[src/hdl/seven_segment_scan_driver_defines.svh]
`ifndef SEVEN_SEGMENT_SCAN_DRIVER_DEFINES_SVH
`define SEVEN_SEGMENT_SCAN_DRIVER_DEFINES_SVH

// same-cycle implication, sampled on clk, off during reset
`define SSD_ASSERT_NOW(name, ante, cons, msg) \
    name: assert property (@(posedge clk) disable iff (!rst_n) (ante) |-> (cons)) \
        else $error(msg);

// next-cycle implication, sampled on clk, off during reset
`define SSD_ASSERT_NEXT(name, ante, cons, msg) \
    name: assert property (@(posedge clk) disable iff (!rst_n) (ante) |=> (cons)) \
        else $error(msg);

`endif

[src/hdl/ssd_pkg.sv]
`default_nettype none

package ssd_pkg;

    localparam int VALUE_W  = 14;
    localparam int DIGIT_W  = 4;
    localparam int INDEX_W  = 3;
    localparam int BYTE_W   = 8;
    localparam int PROD_W   = 2 * VALUE_W;
    localparam int POINT_BIT = 5;

    localparam logic [VALUE_W-1:0] VALUE_MAX  = 14'd9999;
    localparam logic [DIGIT_W-1:0] DASH_ENTRY = 4'd10;

    // reciprocal multipliers for constant division of values up to 9999
    localparam logic [VALUE_W-1:0] RECIP_1000 = 14'd8389;
    localparam int                 SHIFT_1000 = 23;
    localparam logic [VALUE_W-1:0] RECIP_100  = 14'd10486;
    localparam int                 SHIFT_100  = 20;
    localparam logic [VALUE_W-1:0] RECIP_10   = 14'd13108;
    localparam int                 SHIFT_10   = 17;

    // digit position within a group of four
    localparam logic [1:0] POS_THOUSANDS = 2'd0;
    localparam logic [1:0] POS_HUNDREDS  = 2'd1;
    localparam logic [1:0] POS_TENS      = 2'd2;
    localparam logic [1:0] POS_UNITS     = 2'd3;

    typedef struct packed {
        logic [VALUE_W-1:0] quot;
        logic               dash;
        logic               point;
        logic [BYTE_W-1:0]  status;
        logic [INDEX_W-1:0] idx;
    } ssd_item_t;

    function automatic logic [BYTE_W-1:0] seg_pattern(input logic [DIGIT_W-1:0] entry);
        logic [BYTE_W-1:0] pat;
        case (entry)
            4'd0:    pat = 8'b11010111;
            4'd1:    pat = 8'b00010100;
            4'd2:    pat = 8'b11001101;
            4'd3:    pat = 8'b01011101;
            4'd4:    pat = 8'b00011110;
            4'd5:    pat = 8'b01011011;
            4'd6:    pat = 8'b11011011;
            4'd7:    pat = 8'b00010101;
            4'd8:    pat = 8'b11011111;
            4'd9:    pat = 8'b01011111;
            default: pat = 8'b00001000;
        endcase
        return pat;
    endfunction

    function automatic logic [BYTE_W-1:0] select_pattern(input logic [INDEX_W-1:0] idx);
        logic [BYTE_W-1:0] pat;
        case (idx)
            3'd0:    pat = 8'h80;
            3'd1:    pat = 8'h40;
            3'd2:    pat = 8'h20;
            3'd3:    pat = 8'h10;
            3'd4:    pat = 8'h02;
            3'd5:    pat = 8'h04;
            3'd6:    pat = 8'h08;
            default: pat = 8'h01;
        endcase
        return pat;
    endfunction

endpackage

`default_nettype wire

[src/hdl/ssd_front.sv]
`default_nettype none

module ssd_front
    import ssd_pkg::*;
(
    input  wire logic               clk,
    input  wire logic               rst_n,
    input  wire logic               in_valid,
    output logic                    in_ready,
    input  wire logic [VALUE_W-1:0] upper_value,
    input  wire logic [VALUE_W-1:0] lower_value,
    input  wire logic [BYTE_W-1:0]  point_mask,
    input  wire logic               dash_all,
    input  wire logic [BYTE_W-1:0]  status_leds,
    input  wire logic               item_take,
    output logic                    item_valid,
    output ssd_item_t               item
);

    logic [INDEX_W-1:0] scan_index_reg;
    logic [INDEX_W-1:0] scan_index_next;
    logic               item_valid_reg;
    logic               item_valid_next;
    ssd_item_t          item_reg;
    ssd_item_t          item_next;

    logic               accept;
    logic [VALUE_W-1:0] upper_sat;
    logic [VALUE_W-1:0] lower_sat;
    logic [VALUE_W-1:0] value;
    logic [PROD_W-1:0]  prod_1000;
    logic [PROD_W-1:0]  prod_100;
    logic [PROD_W-1:0]  prod_10;
    logic [VALUE_W-1:0] quot;

    assign in_ready = !item_valid_reg || item_take;
    assign accept   = in_valid && in_ready;

    // clamp to four decimal digits
    assign upper_sat = (upper_value > VALUE_MAX) ? VALUE_MAX : upper_value;
    assign lower_sat = (lower_value > VALUE_MAX) ? VALUE_MAX : lower_value;
    assign value     = scan_index_reg[2] ? lower_sat : upper_sat;

    assign prod_1000 = PROD_W'(value) * PROD_W'(RECIP_1000);
    assign prod_100  = PROD_W'(value) * PROD_W'(RECIP_100);
    assign prod_10   = PROD_W'(value) * PROD_W'(RECIP_10);

    always_comb
    begin
        case (scan_index_reg[1:0])
            POS_THOUSANDS: quot = VALUE_W'(prod_1000 >> SHIFT_1000);
            POS_HUNDREDS:  quot = VALUE_W'(prod_100 >> SHIFT_100);
            POS_TENS:      quot = VALUE_W'(prod_10 >> SHIFT_10);
            default:       quot = value;
        endcase
    end

    always_comb
    begin
        item_next.quot   = quot;
        item_next.dash   = dash_all;
        item_next.point  = point_mask[scan_index_reg];
        item_next.status = status_leds;
        item_next.idx    = scan_index_reg;

        scan_index_next = accept ? scan_index_reg + 1'b1 : scan_index_reg;

        if (accept)
        begin
            item_valid_next = 1'b1;
        end
        else if (item_take)
        begin
            item_valid_next = 1'b0;
        end
        else
        begin
            item_valid_next = item_valid_reg;
        end
    end

    always_ff @(posedge clk or negedge rst_n)
    begin
        if (!rst_n)
        begin
            scan_index_reg <= '0;
            item_valid_reg <= 1'b0;
        end
        else
        begin
            scan_index_reg <= scan_index_next;
            item_valid_reg <= item_valid_next;
        end
    end

    always_ff @(posedge clk)
    begin
        if (accept)
        begin
            item_reg <= item_next;
        end
    end

    assign item_valid = item_valid_reg;
    assign item       = item_reg;

endmodule

`default_nettype wire

[src/hdl/ssd_encode.sv]
`default_nettype none

module ssd_encode
    import ssd_pkg::*;
(
    input  wire ssd_item_t          item,
    output logic [BYTE_W-1:0]       segment,
    output logic [BYTE_W-1:0]       select
);

    logic [PROD_W-1:0]  prod;
    logic [VALUE_W-1:0] tens;
    logic [VALUE_W-1:0] rem;
    logic [DIGIT_W-1:0] entry;
    logic [BYTE_W-1:0]  point_bits;

    // quotient modulo ten
    assign prod  = PROD_W'(item.quot) * PROD_W'(RECIP_10);
    assign tens  = VALUE_W'(prod >> SHIFT_10);
    assign rem   = item.quot - ((tens << 3) + (tens << 1));
    assign entry = item.dash ? DASH_ENTRY : rem[DIGIT_W-1:0];

    assign point_bits = BYTE_W'(item.point) << POINT_BIT;
    assign segment    = seg_pattern(entry) | point_bits;
    assign select     = select_pattern(item.idx);

endmodule

`default_nettype wire

[src/hdl/seven_segment_scan_driver.sv]
// Eight-digit multiplexed seven-segment scan driver.
// Input channel (in_valid/in_ready): one word per refresh tick carrying two
// values of 0 to 9999 (upper group on digits 0-3, lower on 4-7, most
// significant first), eight decimal-point bits, a dash-all flag and a status
// byte. Values above 9999 show as 9999.
// Output channel (out_valid/out_ready): one word per input word with the
// segment byte of the current digit (point at bit 5), the one-hot select
// byte and the status byte.
// Each accepted word shows the next digit; the scan index wraps after 7.
// The word is caught in the input register at the accepting edge, and the result
// register loads from it on a later edge that the receiver allows. Throughput is
// one word per cycle: both registers reload on every edge the receiver allows,
// with only short multiply-and-shift logic for the digit split on each side of
// the input register.
// Reset clears the scan index to digit 0 and empties both registers.
// While out_ready is low the result holds; one more word is taken into the
// input register, after which in_ready falls until the result is taken.
`default_nettype none

`include "seven_segment_scan_driver_defines.svh"

module seven_segment_scan_driver
    import ssd_pkg::*;
(
    input  wire logic               clk,
    input  wire logic               rst_n,
    input  wire logic               in_valid,
    output logic                    in_ready,
    input  wire logic [VALUE_W-1:0] upper_value,
    input  wire logic [VALUE_W-1:0] lower_value,
    input  wire logic [BYTE_W-1:0]  point_mask,
    input  wire logic               dash_all,
    input  wire logic [BYTE_W-1:0]  status_leds,
    output logic                    out_valid,
    input  wire logic               out_ready,
    output logic [BYTE_W-1:0]       segment_byte,
    output logic [BYTE_W-1:0]       select_byte,
    output logic [BYTE_W-1:0]       status_byte
);

    logic              item_valid;
    ssd_item_t         item;
    logic              out_load;
    logic              item_take;
    logic [BYTE_W-1:0] segment;
    logic [BYTE_W-1:0] select;

    logic              out_valid_reg;
    logic              out_valid_next;
    logic [BYTE_W-1:0] segment_reg;
    logic [BYTE_W-1:0] select_reg;
    logic [BYTE_W-1:0] status_reg;

    assign out_load  = !out_valid_reg || out_ready;
    assign item_take = item_valid && out_load;

    ssd_front u_front (
        .clk         (clk),
        .rst_n       (rst_n),
        .in_valid    (in_valid),
        .in_ready    (in_ready),
        .upper_value (upper_value),
        .lower_value (lower_value),
        .point_mask  (point_mask),
        .dash_all    (dash_all),
        .status_leds (status_leds),
        .item_take   (item_take),
        .item_valid  (item_valid),
        .item        (item)
    );

    ssd_encode u_encode (
        .item    (item),
        .segment (segment),
        .select  (select)
    );

    always_comb
    begin
        if (item_take)
        begin
            out_valid_next = 1'b1;
        end
        else if (out_ready)
        begin
            out_valid_next = 1'b0;
        end
        else
        begin
            out_valid_next = out_valid_reg;
        end
    end

    always_ff @(posedge clk or negedge rst_n)
    begin
        if (!rst_n)
        begin
            out_valid_reg <= 1'b0;
        end
        else
        begin
            out_valid_reg <= out_valid_next;
        end
    end

    always_ff @(posedge clk)
    begin
        if (item_take)
        begin
            segment_reg <= segment;
            select_reg  <= select;
            status_reg  <= item.status;
        end
    end

    assign out_valid    = out_valid_reg;
    assign segment_byte = segment_reg;
    assign select_byte  = select_reg;
    assign status_byte  = status_reg;

    `SSD_ASSERT_NOW(a_select_onehot, out_valid, $onehot(select_byte), "select byte not one-hot")
    `SSD_ASSERT_NEXT(a_accept_fills, in_valid && in_ready, item_valid, "accepted word lost")
    `SSD_ASSERT_NEXT(a_item_held, item_valid && !out_load, item_valid && $stable(item), "stalled word changed")

endmodule

`default_nettype wire

[config.mk]
export PLATFORM = sky130hd
export DESIGN_NAME = seven_segment_scan_driver
export DESIGN_NICKNAME = d
export VERILOG_FILES = /design/src/hdl/ssd_pkg.sv /design/src/hdl/ssd_front.sv /design/src/hdl/ssd_encode.sv /design/src/hdl/seven_segment_scan_driver.sv
export VERILOG_INCLUDE_DIRS = /design/src /design/src/hdl
export SDC_FILE = /design/constraint.sdc
export NUM_CORES = 1
export LEC_CHECK = 0
export BUFFER_PORTS_ARGS = -buffer_cell sky130_fd_sc_hd__buf_2
export CAP_MARGIN = 20
export CORE_MARGIN = 3
export CORE_UTILIZATION = 49
export DETAILED_ROUTE_END_ITERATION = 8
export PLACE_DENSITY = 0.66
export SYNTH_ARGS = -nofsm -noshare
export SYNTH_HDL_FRONTEND = slang
export SYNTH_HIERARCHICAL = 1
export SYNTH_SLANG_ARGS = --single-unit
[constraint.sdc]
create_clock -name clk -period 16 [get_ports clk]
set_input_delay 2.4 -clock clk [delete_from_list [all_inputs] [get_ports clk]]
set_output_delay 2.4 -clock clk [all_outputs]
set_load 0.03 [all_outputs]
# After elaboration in Yosys (flattened, before gate mapping)
# Memories as Yosys holds them, arrays and structs flattened.
# Index checks and enable logic that the tools add are counted.
[word_totals]
mem_count = 1
out_inout_bits = 26
inputBits = 49
mem_bits_rw = 0
reg_bits = 56
latchBits = 0
romBits = 112
[mem_list]
columns = ["name", "words", "word_bits", "read_ports", "rd_ports_with_merged_regs", "write_ports", "line_no", "text"]
rows = [
  ["(no name shown)", 16, 7, 1, 0, 0, "ssd_pkg.sv:39", "case (entry)"],
]
[op_classes]
n_div = 0
n_addsub = 3
n_reduce_logical = 10
magnitude_cmp = 3
n_mux = 12
multipliers = 4
bitwise = 1
shifts = 0
n_eq_ne = 8
[ops]
columns = ["cell", "count"]
rows = [
  ["8-bit case mux with 7 select lines", 1],
  ["14-bit 2-to-1 mux", 3],
  ["14-bit case mux with 3 select lines", 1],
  ["14-bit > comparator (second input constant)", 2],
  ["14-bit by 14-bit multiplier with 28-bit output (second input constant)", 1],
  ["14-bit by 13-bit multiplier with 27-bit output (second input constant)", 1],
  ["14-bit by 12-bit multiplier with 26-bit output (second input constant)", 1],
  ["14-bit by 12-bit multiplier with 18-bit output (second input constant)", 1],
  ["3-bit == test (second input constant)", 3],
  ["8-bit by 6-bit OR with 8-bit output", 1],
  ["3-bit by 2-bit == test with 1-bit output (second input constant)", 2],
  ["1-bit 2-to-1 mux", 5],
  ["4-bit adder", 1],
  ["3-bit by 4-bit < comparator with 1-bit output (second input constant)", 1],
  ["4-bit 2-to-1 mux", 1],
  ["2-bit nonzero test", 2],
  ["4-bit subtractor", 1],
  ["3-bit by 1-bit adder with 3-bit output (second input constant)", 1],
  ["1-bit binary-select mux with 3-bit select", 1],
  ["3-bit by 1-bit == test with 1-bit output (second input constant)", 1],
  ["3-bit zero test", 1],
  ["2-bit by 1-bit == test with 1-bit output (second input constant)", 1],
  ["2-bit == test (second input constant)", 1],
  ["1-bit logical AND", 2],
  ["3 further kinds", 5],
]

# Depth between registers and ports, before layout
[depth]
word_depth = 6
ltp_mapped = 27
depth_no_buf = 26

# By module
# The synthesis kept the hierarchy.
[modules_own_cells]
columns = ["mod", "seq_area_each_um2", "area_per_inst_um2", "cells_each", "n_inst"]
rows = [
  ["ssd_front", 910.9, 9623.0, 1029, 1],
  ["ssd_encode", 0.0, 2586.2, 290, 1],
  ["seven_segment_scan_driver", 745.7, 764.5, 28, 1],
]

# Worst setup path before layout
# No wires, ideal clock.
[synth_path]
kind = "input port to flip-flop"
start = "in upper_value[10]"
end = "reg u_front.item_reg, in the netlist u_front/item[18], data pin"
path_buffers = 1
required_ps = 15741
path_slack_ps = 7281
arrival_time_ps = 8460
cell_stages = 22
setup_time_ps = 259
path_cell_list = "nand4_1 o211a_1 clkbuf_1 a22oi_1 inv_1 ha_1 or2_2 ha_1 fa_1 inv_1 fa_1 fa_1 inv_1 ha_1 a21o_1 a2111oi_0 o21a_1 and3b_1 a211o_2 a41oi_2 mux2i_1 a211o_1"
[synth_lines]
columns = ["item", "line_no", "text"]
rows = [
  ["start: declaration", "seven_segment_scan_driver.sv:29", "input wire logic [VALUE_W-1:0] upper_value,"],
  ["end signal: assignment", "ssd_front.sv:100", "item_reg <= item_next;"],
  ["end: declaration", "ssd_front.sv:24", "ssd_item_t item_reg;"],
]

==> impl_results.md <==
* DRC viols at 0
* DR vias/cell at between 5 and 6
* I/O pin cnt at 75
* Top-count cell post-synth: inv_1
* Fill count at ~2400
* Share of layout cells above drive strength 1 at 7.33%
* Setup CP Type: in -> reg
* Gpl congestion at 0.966
* Status: finished clean
* Post-synth ARST share at 8.93%
* Clock-pin slew on the worst setup and hold paths at 70 ps
* Critical Path AT at 9490 ps
* Port bufs at 74
* CTS Buf Count at 5
* Vias in the first global route at 9873
* Top cells by area, synth: ha_1 30%, fa_1 24%, edfxtp_1 12%
* Endpoints failing hold at 0
* CTS tree: built
* Row count at 58
* Final period util at 58.5%
* Syn Nets at 1863
* Yosys top cell by area: ha_1
* # Max-Cap Violations at 0
* Post-Synthesis Cells at 1347
* Worst r2r src: u_front/scan_index_reg[2]
* Critical path startpoint category: input port
* Initial Util at 50.6%
* Final worst path period need at 9360 ps
* R2r endpoint: u_front/item[20]
* Post-synth top area share at 30.1%
* Setup crit end: u_front/item[20]
* Syn avg cell area at 9.63 um2
* WP data required at 16130 ps
* Final std cells w/o fill at 1749
* Peak Freq at 0.107 GHz
* DR pass1 iterations at 7
* Vias at 9368
* Global-route wire length before repair at 51000 um
* Total gr overflow at 0
* CTS max path bufs at 2
* # hold bufs at CTS at 0
* Die height at ~170 um
* Placeable Area at 25600 um2
* Inst Count DP at 1741
* Initial antenna violation count at 0
* HP Class: reg -> reg
* Final setup TNS at 0 ps
* Post-CTS setup buffer count at 0
* Cell variety after synth at 65
* Post_cts resized at 0
* Ant. Diodes at 0
* Worst setup startpoint: lower_value[11]
* Area grow syn2layout at 7.12%
* GRT Overall Usage at 22.5%
* Die X at between 150 and 200 um
* DR iter-0 viols at 561
* Max-slew headroom at between 20 and 30%
* Unrepaired setup endpoints after global routing: no
* Num Clock Sinks at 56
* Avg WL per Cell at 17.8 um
* CP Max Fanout at 8
* Post-synth top cells: 383 x inv_1, 312 x ha_1, 155 x fa_1
* DP HPWL at 27300 um
* Setup Viol. Count Final at 0
* Worst skew pair latency at 290 ps
* Post-synth EDFFs at 51
* Ys flop type: edfxtp_1
* Max reg flops at 27
* Post-Route WL at approximately 31000 um
* Die footprint at around 28000 um2
* YS warnings at 6
* Mapped Area at around 13000 um2
* Largest net degree at the start of global routing at 26
* Final #Nets at 1934
* Final Max Tran Viols at 0
* Worst-Margin Slew at 1090 ps
* ANT nets after route at 0
* Clk root buf: clkbuf_16
* Worst Setup End Kind: register
* FF-to-FF path depth at 23
* Clk_skew at roughly 4.1 ps
* Synth Register Bits at 56
* R2R setup slack at ~8300 ps
* Clock H-tree levels at 2
* Register area share after synthesis at 12.8%
metrics by stage:
step | hold WS, ps | setup WS, ps | utilization (%) | instance area [um2]
after detailed placement | 405 | 6390 | 53.7 | 13700
after floorplan | 400 | 7280 | - | 13000
after global routing | 432 | 6240 | 54.2 | 13900
after CTS | 423 | 6690 | 54.2 | 13900
final | 423 | 6640 | 54.2 | 13900
after global placement | 401 | 6530 | 53.5 | 13700
kinds of logic after synthesis:
logic type | synth area share (%)
AOI/OAI and AO/OA | 9.57
and+or+nand+nor | 6.91
adders and majority gates | 54.0
muxes | 0.974
xor gates and xnor gates | 4.24
buffers and inverters | 11.5
DFF | 12.8
final cells by class:
class	count	area, um2	area share [%]
inverter	384	1440	10.4
multi-input combinational	894	9820	70.7
tap	330	413	2.97
clock inverter	3	27.5	0.198
timing repair buffer	77	413	2.97
clock buffer	5	125	0.900
sequential	56	1660	11.9
metal layers:
metal | vias to the layer above | wire length (um) | global-route usage, %
li1 | 4522 | - | -
met1 | 4490 | 13700 | 30.6
met2 | 313 | 14300 | 37.5
met3 | 43 | 2260 | 3.71
met4 | 0 | 743 | 6.15
met5 | - | 0 | 0
cells in the final DEF (no fill, tap or decap), types with 7 or more instances in the layout:
| cell type | n |
|---|---|
| nand2b_1 | 15 |
| xnor2_1 | 38 |
| edfxtp_1 | 51 |
| xor2_1 | 23 |
| a211oi_1 | 7 |
| and2_1 | 7 |
| ha_1 | 312 |
| nor3_1 | 10 |
| nor2_1 | 39 |
| o21a_1 | 7 |
| or2_2 | 7 |
| a21o_1 | 15 |
| nand3_1 | 10 |
| o21ai_0 | 34 |
| a211o_1 | 8 |
| o22ai_1 | 8 |
| nor2b_1 | 7 |
| o22a_1 | 9 |
| inv_1 | 383 |
| a22o_1 | 9 |
| fa_1 | 155 |
| mux2i_1 | 7 |
| nand2_1 | 48 |
| a21oi_1 | 43 |
| buf_2 | 74 |
| nand4_1 | 9 |
worst min path at each step:
stage	start	endpoint	cells past startpoint	slack (ps)
floorplan	u_front/item[3]	status_byte[0]	0	400
finish	u_front/item[6]	status_byte[3]	0	420
detailed placement	u_front/item[6]	status_byte[3]	0	400
global route	u_front/item[9]	status_byte[6]	0	430
global placement	u_front/item[7]	status_byte[4]	0	400
CTS	u_front/item[6]	status_byte[3]	0	420
critical path, cell delays in order:
cell,delay (ps)
buf_2,100
o21ai_0,310
nand2_1,190
o22ai_1,880
clkinv_1,610
xnor2_1,620
ha_1,340
ha_1,270
inv_1,50
fa_1,490
inv_1,60
fa_1,530
inv_1,50
fa_1,520
inv_1,40
ha_1,200
a211o_1,270
a31oi_1,160
o21a_1,170
and3b_1,190
a211o_2,350
a21oi_1,270
o2111ai_1,160
a32oi_1,220
Power is not shown: default switching activity piles up to over one toggle a cycle in this logic, so the estimate is an artifact.
